`config.mk`:
```
export PLATFORM = sky130hd
export DESIGN_NAME = double_ended_queue
export DESIGN_NICKNAME = d
export VERILOG_FILES = /design/src/design/dq_pkg.sv /design/src/design/dq_cell.sv /design/src/design/double_ended_queue.sv
export SDC_FILE = /design/constraint.sdc
export NUM_CORES = 1
export LEC_CHECK = 0
export ABC_CLOCK_PERIOD_IN_PS = 7700
export BUFFER_PORTS_ARGS = -buffer_cell sky130_fd_sc_hd__buf_2
export CORE_MARGIN = 1
export CORE_UTILIZATION = 46
export DETAILED_ROUTE_END_ITERATION = 12
export PLACE_DENSITY = 0.67
export SYNTH_ARGS = -nofsm -noshare
export SYNTH_HDL_FRONTEND = slang
export SYNTH_SLANG_ARGS = --single-unit
```
`constraint.sdc`:
```
create_clock -name clk -period 7.7 [get_ports clk]
set_input_delay 0.385 -clock clk [delete_from_list [all_inputs] [get_ports clk]]
set_output_delay 0.385 -clock clk [all_outputs]
set_load 0.03 [all_outputs]
```
`src/design/dq_pkg.sv`:
```
// ----------------------------------------------------------------------------
// Deque package
// Shared sizes, request and status codes, and the per-cell control bundle.
// ----------------------------------------------------------------------------
package dq_pkg;

  localparam int DEPTH      = 16;
  localparam int DATA_WIDTH = 32;
  localparam int CNT_W      = $clog2(DEPTH + 1);

  typedef enum logic [1:0] {
    REQ_PUSH_LEFT  = 2'd0,
    REQ_PUSH_RIGHT = 2'd1,
    REQ_POP_LEFT   = 2'd2,
    REQ_POP_RIGHT  = 2'd3
  } dq_req_t;

  typedef enum logic [1:0] {
    ST_OK    = 2'd0,
    ST_EMPTY = 2'd1,
    ST_FULL  = 2'd2
  } dq_status_t;

  // At most one of these is high in a cycle; each already includes the
  // request handshake and the full/empty check.
  typedef struct packed {
    logic push_left;
    logic push_right;
    logic pop_left;
    logic pop_right;
  } dq_cell_ctl_t;

endpackage

```
`src/design/dq_cell.sv`:
```
// ----------------------------------------------------------------------------
// Deque cell
// One storage slot of the shifting deque. Words sit packed from cell 0
// (left end) rightwards; each cell talks to its two neighbours and also sees the incoming word.
// ----------------------------------------------------------------------------
module dq_cell
  import dq_pkg::*;
(
  input  logic                  clk,
  input  logic                  rst_n,
  input  dq_cell_ctl_t          ctl,
  input  logic [DATA_WIDTH-1:0] word,
  input  logic [DATA_WIDTH-1:0] left_data,
  input  logic                  left_valid,
  input  logic [DATA_WIDTH-1:0] right_data,
  input  logic                  right_valid,
  output logic [DATA_WIDTH-1:0] data,
  output logic                  valid,
  output logic                  is_last
);

  logic [DATA_WIDTH-1:0] data_r, data_nxt;
  logic                  valid_r, valid_nxt;

  always_comb begin
    data_nxt  = data_r;
    valid_nxt = valid_r;
    if (ctl.push_left) begin
      data_nxt  = left_data;
      valid_nxt = left_valid;
    end else if (ctl.push_right) begin
      // The first empty slot after the occupied run takes the new word.
      if (!valid_r && left_valid) begin
        data_nxt  = word;
        valid_nxt = 1'b1;
      end
    end else if (ctl.pop_left) begin
      data_nxt  = right_data;
      valid_nxt = right_valid;
    end else if (ctl.pop_right) begin
      if (valid_r && !right_valid) begin
        valid_nxt = 1'b0;
      end
    end
  end

  always_ff @(posedge clk) begin
    if (!rst_n) begin
      valid_r <= 1'b0;
    end else begin
      valid_r <= valid_nxt;
    end
  end

  always_ff @(posedge clk) begin
    data_r <= data_nxt;
  end

  assign data    = data_r;
  assign valid   = valid_r;
  assign is_last = valid_r && !right_valid;

endmodule

```
`src/design/double_ended_queue.sv`:
```
// ----------------------------------------------------------------------------
// Double-ended queue
// Deque of signed words built as a row of shifting cells with a count.
// ----------------------------------------------------------------------------
// Each request pushes or pops a word at either end and yields one result in
// the next cycle: the popped word (zero otherwise), a status and the
// number of words held afterwards. A request is taken every cycle while the
// result register is empty or being drained in the same cycle; the single
// output register is what sets that rate. Popping an empty deque reports
// an empty error and pushing a full one reports a full error; neither
// changes the contents. All cells move together in the cycle a request is
// taken, so no request waits on another.
// ----------------------------------------------------------------------------
module double_ended_queue
  import dq_pkg::*;
(
  input  logic        clk,
  input  logic        rst_n,
  input  logic        in_tvalid,
  output logic        in_tready,
  input  logic [31:0] in_tdata,   // [31:0] data_in
  input  logic [1:0]  in_tuser,   // [1:0] req_type
  output logic        out_tvalid,
  input  logic        out_tready,
  output logic [39:0] out_tdata,  // [31:0] data_out, [36:32] count, [39:37] zero
  output logic [1:0]  out_tuser   // [1:0] status
);

  logic [DATA_WIDTH-1:0] cell_data  [DEPTH];
  logic                  cell_valid [DEPTH];
  logic                  cell_last  [DEPTH];

  logic [CNT_W-1:0]      count_r, count_nxt;
  logic                  out_valid_r, out_valid_nxt;
  logic [DATA_WIDTH-1:0] out_data_r, out_data_nxt;
  dq_status_t            out_status_r, out_status_nxt;
  logic [CNT_W-1:0]      out_count_r;

  logic                  accept;
  dq_req_t               req;
  logic [DATA_WIDTH-1:0] word;
  logic                  full;
  logic                  empty;
  logic [DATA_WIDTH-1:0] right_word;
  dq_cell_ctl_t          ctl;

  assign in_tready = !out_valid_r || out_tready;
  assign accept    = in_tvalid && in_tready;
  assign req       = dq_req_t'(in_tuser);
  assign word      = in_tdata[DATA_WIDTH-1:0];
  assign full      = (count_r == CNT_W'(DEPTH));
  assign empty     = (count_r == '0);

  always_comb begin
    ctl            = '0;
    out_data_nxt   = '0;
    out_status_nxt = ST_OK;
    count_nxt      = count_r;
    case (req)
      REQ_PUSH_LEFT, REQ_PUSH_RIGHT: begin
        if (full) begin
          out_status_nxt = ST_FULL;
        end else begin
          ctl.push_left  = accept && (req == REQ_PUSH_LEFT);
          ctl.push_right = accept && (req == REQ_PUSH_RIGHT);
          count_nxt      = count_r + CNT_W'(1);
        end
      end
      REQ_POP_LEFT: begin
        if (empty) begin
          out_status_nxt = ST_EMPTY;
        end else begin
          ctl.pop_left = accept;
          out_data_nxt = cell_data[0];
          count_nxt    = count_r - CNT_W'(1);
        end
      end
      REQ_POP_RIGHT: begin
        if (empty) begin
          out_status_nxt = ST_EMPTY;
        end else begin
          ctl.pop_right = accept;
          out_data_nxt  = right_word;
          count_nxt     = count_r - CNT_W'(1);
        end
      end
      default: begin
        out_status_nxt = ST_OK;
      end
    endcase
  end

  // At most one cell flags itself as the rightmost word; none does when empty.
  always_comb begin
    right_word = '0;
    for (int i = 0; i < DEPTH; i++) begin
      right_word = right_word | (cell_last[i] ? cell_data[i] : '0);
    end
  end

  for (genvar g = 0; g < DEPTH; g++) begin : g_cell
    logic [DATA_WIDTH-1:0] l_data, r_data;
    logic                  l_valid, r_valid;

    if (g == 0) begin : g_left_end
      assign l_data  = word;
      assign l_valid = 1'b1;
    end else begin : g_left_mid
      assign l_data  = cell_data[g-1];
      assign l_valid = cell_valid[g-1];
    end

    if (g == DEPTH - 1) begin : g_right_end
      assign r_data  = '0;
      assign r_valid = 1'b0;
    end else begin : g_right_mid
      assign r_data  = cell_data[g+1];
      assign r_valid = cell_valid[g+1];
    end

    dq_cell u_cell (
      .clk         (clk),
      .rst_n       (rst_n),
      .ctl         (ctl),
      .word        (word),
      .left_data   (l_data),
      .left_valid  (l_valid),
      .right_data  (r_data),
      .right_valid (r_valid),
      .data        (cell_data[g]),
      .valid       (cell_valid[g]),
      .is_last     (cell_last[g])
    );
  end

  always_comb begin
    out_valid_nxt = out_valid_r;
    if (accept) begin
      out_valid_nxt = 1'b1;
    end else if (out_tready) begin
      out_valid_nxt = 1'b0;
    end
  end

  always_ff @(posedge clk) begin
    if (!rst_n) begin
      count_r     <= '0;
      out_valid_r <= 1'b0;
    end else begin
      out_valid_r <= out_valid_nxt;
      if (accept) begin
        count_r <= count_nxt;
      end
    end
  end

  always_ff @(posedge clk) begin
    if (accept) begin
      out_data_r   <= out_data_nxt;
      out_status_r <= out_status_nxt;
      out_count_r  <= count_nxt;
    end
  end

  assign out_tvalid = out_valid_r;
  assign out_tdata  = {3'b000, out_count_r, out_data_r};
  assign out_tuser  = out_status_r;

endmodule

```
==> qor.csv, run 1 <==
metric;value;unit
vias_per_cell;6.66;
worst_r2r_path_depth;8;
yosysSeqAreaShare;57.3;%
ys_warn_count;0;
clock-sinks;573;
synth_seq_cells;573;
ys_types;57;
slew-limit-headroom;21.5;%
endpoint_kind;flip-flop;
ff_latch_area;17000;um2
antenna_found_initial;1;
post-synth-top-area-cell;edfxtp_1;
fin_nets;2909;
path_clk_slew;0.06;ns
worstReg2RegEnd;g_cell[7].u_cell.data[13];
setup_viol;0;
cts_root_buffer;clkbuf_16;
p_per_area;269;nW/um2
first_pass_iters;6;
synth_mux_area_share;0.0338;%
worstSetupPathType;reg2reg;
netlist_area;29600;um2
area_growth;9.38;%
grt_use_total;29.5;%
cts_resized;0;
required;8.00;ns
p_int;5.99;mW
period_share;57.9;%
synth_edf_count;551;
start_util;46.8;%
fin_crit;4.46;ns
crit_end;g_cell[7].u_cell.data[13];
cp_max_fo;27;
dp_slack;3.34;ns
netSwitchingFraction;31.2;%
final_common_cell;nand2_1;
tns;0;ns
max-vdd-ir-drop;0.176;mV
post-dp-hpwl;55400;um
drc;0;
die_w;256;um
synth-xor-area-share;0.118;%
drive_gt1_share;9.43;%
drv_slew;0;
placed_area;30500;um2
leakagePower;11.3;nW
rsz0062_at_grt;no;
clock_latency;0.65;ns
synth_compound_area_share;25.9;%
maxCapViolCount;0;
startpoint_type;flip-flop;
timing.rr.start;count_r[0];
setup_ws;3.24;ns
grt_pass1_vias;23038;
combinationalPowerShare;19.5;%
cts_hold_buffers;0;
final_util;51.2;%
cts-htree-levels;2;
vias;25054;
power.net_switching;2.72;mW
ioPinCount;82;
ys.flop_type;edfxtp_1;
status;complete, no violations;
async_flop_share;0;%
r2r_slack;3.24;ns
routed_wirelength;99300;um
initialDrtViolationCount;4292;
whs;0.0444;ns
die-area;65500;um2
final_cell_mix;nand2_1, edfxtp_1, a21oi_1;
core_area;63300;um2
final_area;32400;um2
numCtsBuffers;59;
crit_arrival;4.76;ns
fp.dieH;256;um
pwr-share-clk;33.8;%
postCtsSetupBuffers;0;
critPathLaunch;count_r[0];
synth_top_family_by_area;compound AO/OA/AOI/OAI gates;
grt_pass1_wl;147000;um
tightest_slew;1.17;ns
hold_start;in_tdata[22];
fp-row-count;92;
hold_viol;0;
antennaDiodeCount;0;
fillers;5702;
clk_path_buf_depth;3;
routabilityCongestion;0.858;
ant_nets;0;
seqPwrFrac;46.8;%
io_buffers;78;
synth_fa_ha_area_share;0.0844;%
worst_clock_skew;0.0237;ns
hold_class;in2reg;
avgSynthCellArea;9.96;um2
synth_top_cell_area_share;55.8;%
multi_input_comb_area;11600;um2
avgRoutedWirePerCell;26.4;um
yosys.area_share.simple;11.9;%
netlist_instances;2975;
cts_tree;yes;
synthTopCellsByArea;edfxtp_1, a21oi_1, nand2_1;
grt.overflow.total;0;
fmax;224;MHz
grt_max_degree;277;
worst min-delay path by stage:
stage	cells past startpoint	to	slack, ns
2_1_floorplan	2	g_cell[15].u_cell.valid	0.51
5_1_grt	3	g_cell[0].u_cell.data[19]	0.05
3_3_place_gp	2	g_cell[14].u_cell.data[2]	0.54
6_report	3	g_cell[0].u_cell.data[22]	0.04
4_1_cts	3	g_cell[0].u_cell.data[19]	0.03
3_5_place_dp	2	g_cell[14].u_cell.data[17]	0.55
sequential cells by signal (all words and copies together), names as in the netlist:
signal / count
out_tuser: 2
count_r: 5
out_data_r: 32
g_cell.u_cell.valid: 16
out_tvalid: 1
g_cell.u_cell.data: 512
out_count_r: 5
cell families (layout without fill, tap and decap cells):
kind of cell	Yosys count	count (layout)
multiplexers	1	1
XOR/XNOR	4	4
other	1	3
AND/OR/NAND/NOR	781	781
adder cells (fa/ha/maj)	2	2
AO/OA/AOI/OAI	1308	1308
flip-flops	573	573
buffers and inverters	305	243
area by class of cell:
| cell class | count | area share (%) |
|---|---|---|
| inverter | 8 | 0.116 |
| timing repair buffer | 128 | 2.49 |
| clock inverter | 37 | 1.20 |
| sequential | 573 | 52.4 |
| clock buffer | 70 | 4.74 |
| tap | 846 | 3.27 |
| multi-input combinational | 2099 | 35.8 |
stage by stage:
stage | std cells | power [mW]
final | 3761 | 8.71
after CTS | 3761 | 8.66
after detailed placement | 3654 | 5.76
after floorplan | 2977 | 5.07
after global routing | 3761 | 8.95
after global placement | 3654 | 5.73
critical path: stages, from the launching register on:
cell and delay (ns):
dfxtp_1 0.39, inv_1 0.15, ha_1 0.30, nand4bb_1 0.68, and2_1 0.41, and2_4 0.33, buf_4 0.42, a21oi_4 0.88
buf_4 0.49
synth_stat cells, drive strengths merged, types with 2 or more instances:
cell and n:
nand2 568, edfxtp 551, a21oi 471, o21ai 467, clkbuf 203, a22oi 164, buf 94, a22o 55
a221oi 48, nand4 48, and2 37, a31oi 28, nand3 23, and3b 22, dfxtp 22, nor2b 19
o221a 19, and3 17, o211ai 17, nand2b 16, a32oi 14, and4 13, nor2 9, a2111oi 8
inv 8, a21boi 3, a222oi 3, xnor2 3, a211oi 2, ha 2, nand3b 2, nor3b 2
power by group through the flow:
stage	sequential [mW]	clock, mW	combinational [mW]
after floorplan	4.06	0	1.02
after global placement	4.12	0	1.61
after detailed placement	4.12	0	1.64
after CTS	4.06	2.96	1.64
after global routing	4.10	3.07	1.79
final	4.07	2.94	1.69
per-layer routing:
| layer | track usage, % | routed length [um] |
|---|---|---|
| met1 | 40.8 | 38100 |
| met2 | 44.3 | 43400 |
| met3 | 5.91 | 12600 |
| met4 | 14.2 | 5190 |
| met5 | 0 | 11 |
Note: power is estimated with default switching activity, not from simulation.
==> run 2, diff against run 1 <==
--- a/config.mk
+++ b/config.mk
@@ -5,7 +5,8 @@
 export SDC_FILE = /design/constraint.sdc
 export NUM_CORES = 1
 export LEC_CHECK = 0
-export ABC_CLOCK_PERIOD_IN_PS = 7700
+export ABC_AREA = 1
+export ABC_CLOCK_PERIOD_IN_PS = 4450
 export BUFFER_PORTS_ARGS = -buffer_cell sky130_fd_sc_hd__buf_2
 export CORE_MARGIN = 1
 export CORE_UTILIZATION = 46
==> constraint.sdc (replaced) <==
create_clock -name clk -period 4.45 [get_ports clk]
set_input_delay 0.2225 -clock clk [delete_from_list [all_inputs] [get_ports clk]]
set_output_delay 0.2225 -clock clk [all_outputs]
set_load 0.03 [all_outputs]
==> qor.csv, run 2 <==
metric;value;unit;change
setup_viol;0;;unchanged
crit_arrival;3.90;ns;-0.86 ns
rsz0062_at_grt;no;;
clk_path_buf_depth;3;;unchanged
synth_edf_count;551;;unchanged
synth_compound_area_share;21.0;%;-4.9 points
async_flop_share;0;%;unchanged
grt_pass1_wl;135000;um;-8.1%
hold_class;in2reg;;
fmax;276;MHz;+23%
leakagePower;12.6;nW;+11%
ys_types;35;;-39%
clock_latency;0.65;ns;about the same
cp_max_fo;18;;-33%
grt_pass1_vias;21948;;-4.7%
cts_resized;0;;unchanged
drive_gt1_share;10.1;%;+0.63 points
fin_crit;3.62;ns;-0.835 ns
grt_max_degree;136;;-51%
initialDrtViolationCount;3305;;-23%
fillers;5491;;-3.7%
drv_slew;0;;unchanged
synth_mux_area_share;0;%;-0.034 points
period_share;81.5;%;+24 points
synth_fa_ha_area_share;0.0854;%;+0.00092 points
cts_tree;yes;;
io_buffers;78;;unchanged
post-dp-hpwl;52400;um;-5.4%
fin_nets;2761;;-5.1%
maxCapViolCount;0;;unchanged
grt.overflow.total;0;;unchanged
hold_viol;0;;unchanged
netlist_area;29300;um2;-1.1%
final_common_cell;edfxtp_1;;
die_w;254;um;-0.54%
drc;1;;+1
synth_top_cell_area_share;56.4;%;+0.61 points
synthTopCellsByArea;edfxtp_1, o221ai_1, inv_1;;
tightest_slew;1.22;ns;+0.0411 ns
ff_latch_area;17000;um2;about the same
p_per_area;433;nW/um2;+61%
tns;0;ns;unchanged
startpoint_type;flip-flop;;
vias_per_cell;6.41;;-3.8%
routabilityCongestion;0.896;;+4.4%
routed_wirelength;89800;um;-9.6%
fp.dieH;254;um;-0.54%
ioPinCount;82;;unchanged
synth_seq_cells;573;;unchanged
yosysSeqAreaShare;57.9;%;+0.63 points
worstSetupPathType;reg2reg;;
required;4.73;ns;-3.27 ns
largest_reg_flops;512;;unchanged
numCtsBuffers;59;;unchanged
worst_clock_skew;0.0301;ns;+0.00639 ns
antennaDiodeCount;0;;unchanged
netlist_top_cells_count;edfxtp_1, inv_1, o221ai_1, nand2_1, o22ai_1;;
fp-row-count;92;;unchanged
vias;23106;;-7.8%
cts_hold_buffers;33;;+33
postCtsSetupBuffers;0;;unchanged
ys_warn_count;0;;unchanged
yosys.area_share.simple;8.59;%;-3.3 points
slew-limit-headroom;18.6;%;-2.9 points
core_area;63000;um2;-0.55%
max-vdd-ir-drop;0.336;mV;+91%
synth_top_family_by_area;compound AO/OA/AOI/OAI gates;;
grt_use_total;27.6;%;-1.8 points
multi_input_comb_area;8930;um2;-23%
area_growth;8.94;%;
start_util;46.6;%;-0.25 points
ant_nets;0;;unchanged
avgRoutedWirePerCell;24.9;um;-5.7%
final_cell_mix;edfxtp_1, inv_1, o221ai_1;;
avgSynthCellArea;10.8;um2;+8.4%
post-synth-top-count-cell;edfxtp_1;;
status;finished, violations left;;
final_util;50.7;%;-0.48 points
ys.flop_type;edfxtp_1;;
path_clk_slew;0.06;ns;about the same
violations;design-rule violations;;
endpoint_kind;flip-flop;;
antenna_found_initial;0;;-1
cts-htree-levels;2;;unchanged
clock-sinks;573;;unchanged
post-synth-top-area-cell;edfxtp_1;;
synth-xor-area-share;0.149;%;+0.031 points
die-area;64700;um2;-1.1%
first_pass_iters;11;;+5
netlist_instances;2716;;-8.7%
cts_root_buffer;clkbuf_16;;
[run 2: cell families after synthesis]
logic type               count (synthesis)
AO/OA/AOI/OAI                          833
XOR/XNOR                                 5
adder cells (fa/ha/maj)                  2
buffers and inverters                  749
flip-flops                             573
other                                    1
AND/OR/NAND/NOR                        553
[run 2: worst paths after layout]
path	cells past startpoint	from	slack, ns	end
hold / removal	3	in_tdata[0]	0.04	g_cell[0].u_cell.data[0]
setup / recovery	8	count_r[0]	0.83	g_cell[0].u_cell.data[29]
hold reg to reg	2	g_cell[0].u_cell.data[25]	0.57	out_data_r[25]
setup reg to reg	8	count_r[0]	0.83	g_cell[0].u_cell.data[29]
[run 2: layer usage]
| layer | global-route usage (%) | up-vias | wire length [um] |
|---|---|---|---|
| met3 | 5.77 | 289 | 10900 |
| met5 | 0 | - | 0 |
| met2 | 42.2 | 1584 | 39800 |
| met1 | 38.4 | 11110 | 35300 |
| met4 | 11.3 | 0 | 3860 |
| li1 | - | 10123 | - |
[run 2: final cells by class]
| class | instances | share of cell area (%) |
|---|---|---|
| Timing Repair Buffer | 159 | 3.70 |
| Multi-Input combinational cell | 1396 | 28.0 |
| Tap cell | 846 | 3.31 |
| Inverter | 532 | 6.28 |
| Clock inverter | 28 | 0.705 |
| Clock buffer | 73 | 4.85 |
| Sequential cell | 573 | 53.2 |
[run 2: where the power goes]
group / switching (mW) / internal [mW]
Combinational: 1.72 / 0.666
Clock: 2.10 / 2.62
Sequential: 0.153 / 6.56
[run 2: critical path, stage by stage, from the launching register on]
cell,delay [ns]
dfxtp_1,0.35
inv_1,0.11
ha_1,0.34
nand3_2,0.28
nand3_2,0.35
nand2_1,0.26
inv_2,0.31
a21oi_4,0.74
buf_4,0.50
[run 2: metrics by stage]
step / hold slack (ns) / power, mW / area (um2) / setup slack (ns) / cells
floorplan: 0.389 / 8.35 / 29300 / 0.927 / 2718
global placement: 0.523 / 9.06 / 29800 / 0.986 / 3473
detailed placement: 0.538 / 9.12 / 29800 / 0.870 / 3473
CTS: 0.00518 / 13.8 / 31900 / 0.835 / 3607
global route: 0.0475 / 14.3 / 31900 / 0.645 / 3607
finish: 0.0358 / 13.8 / 31900 / 0.825 / 3607
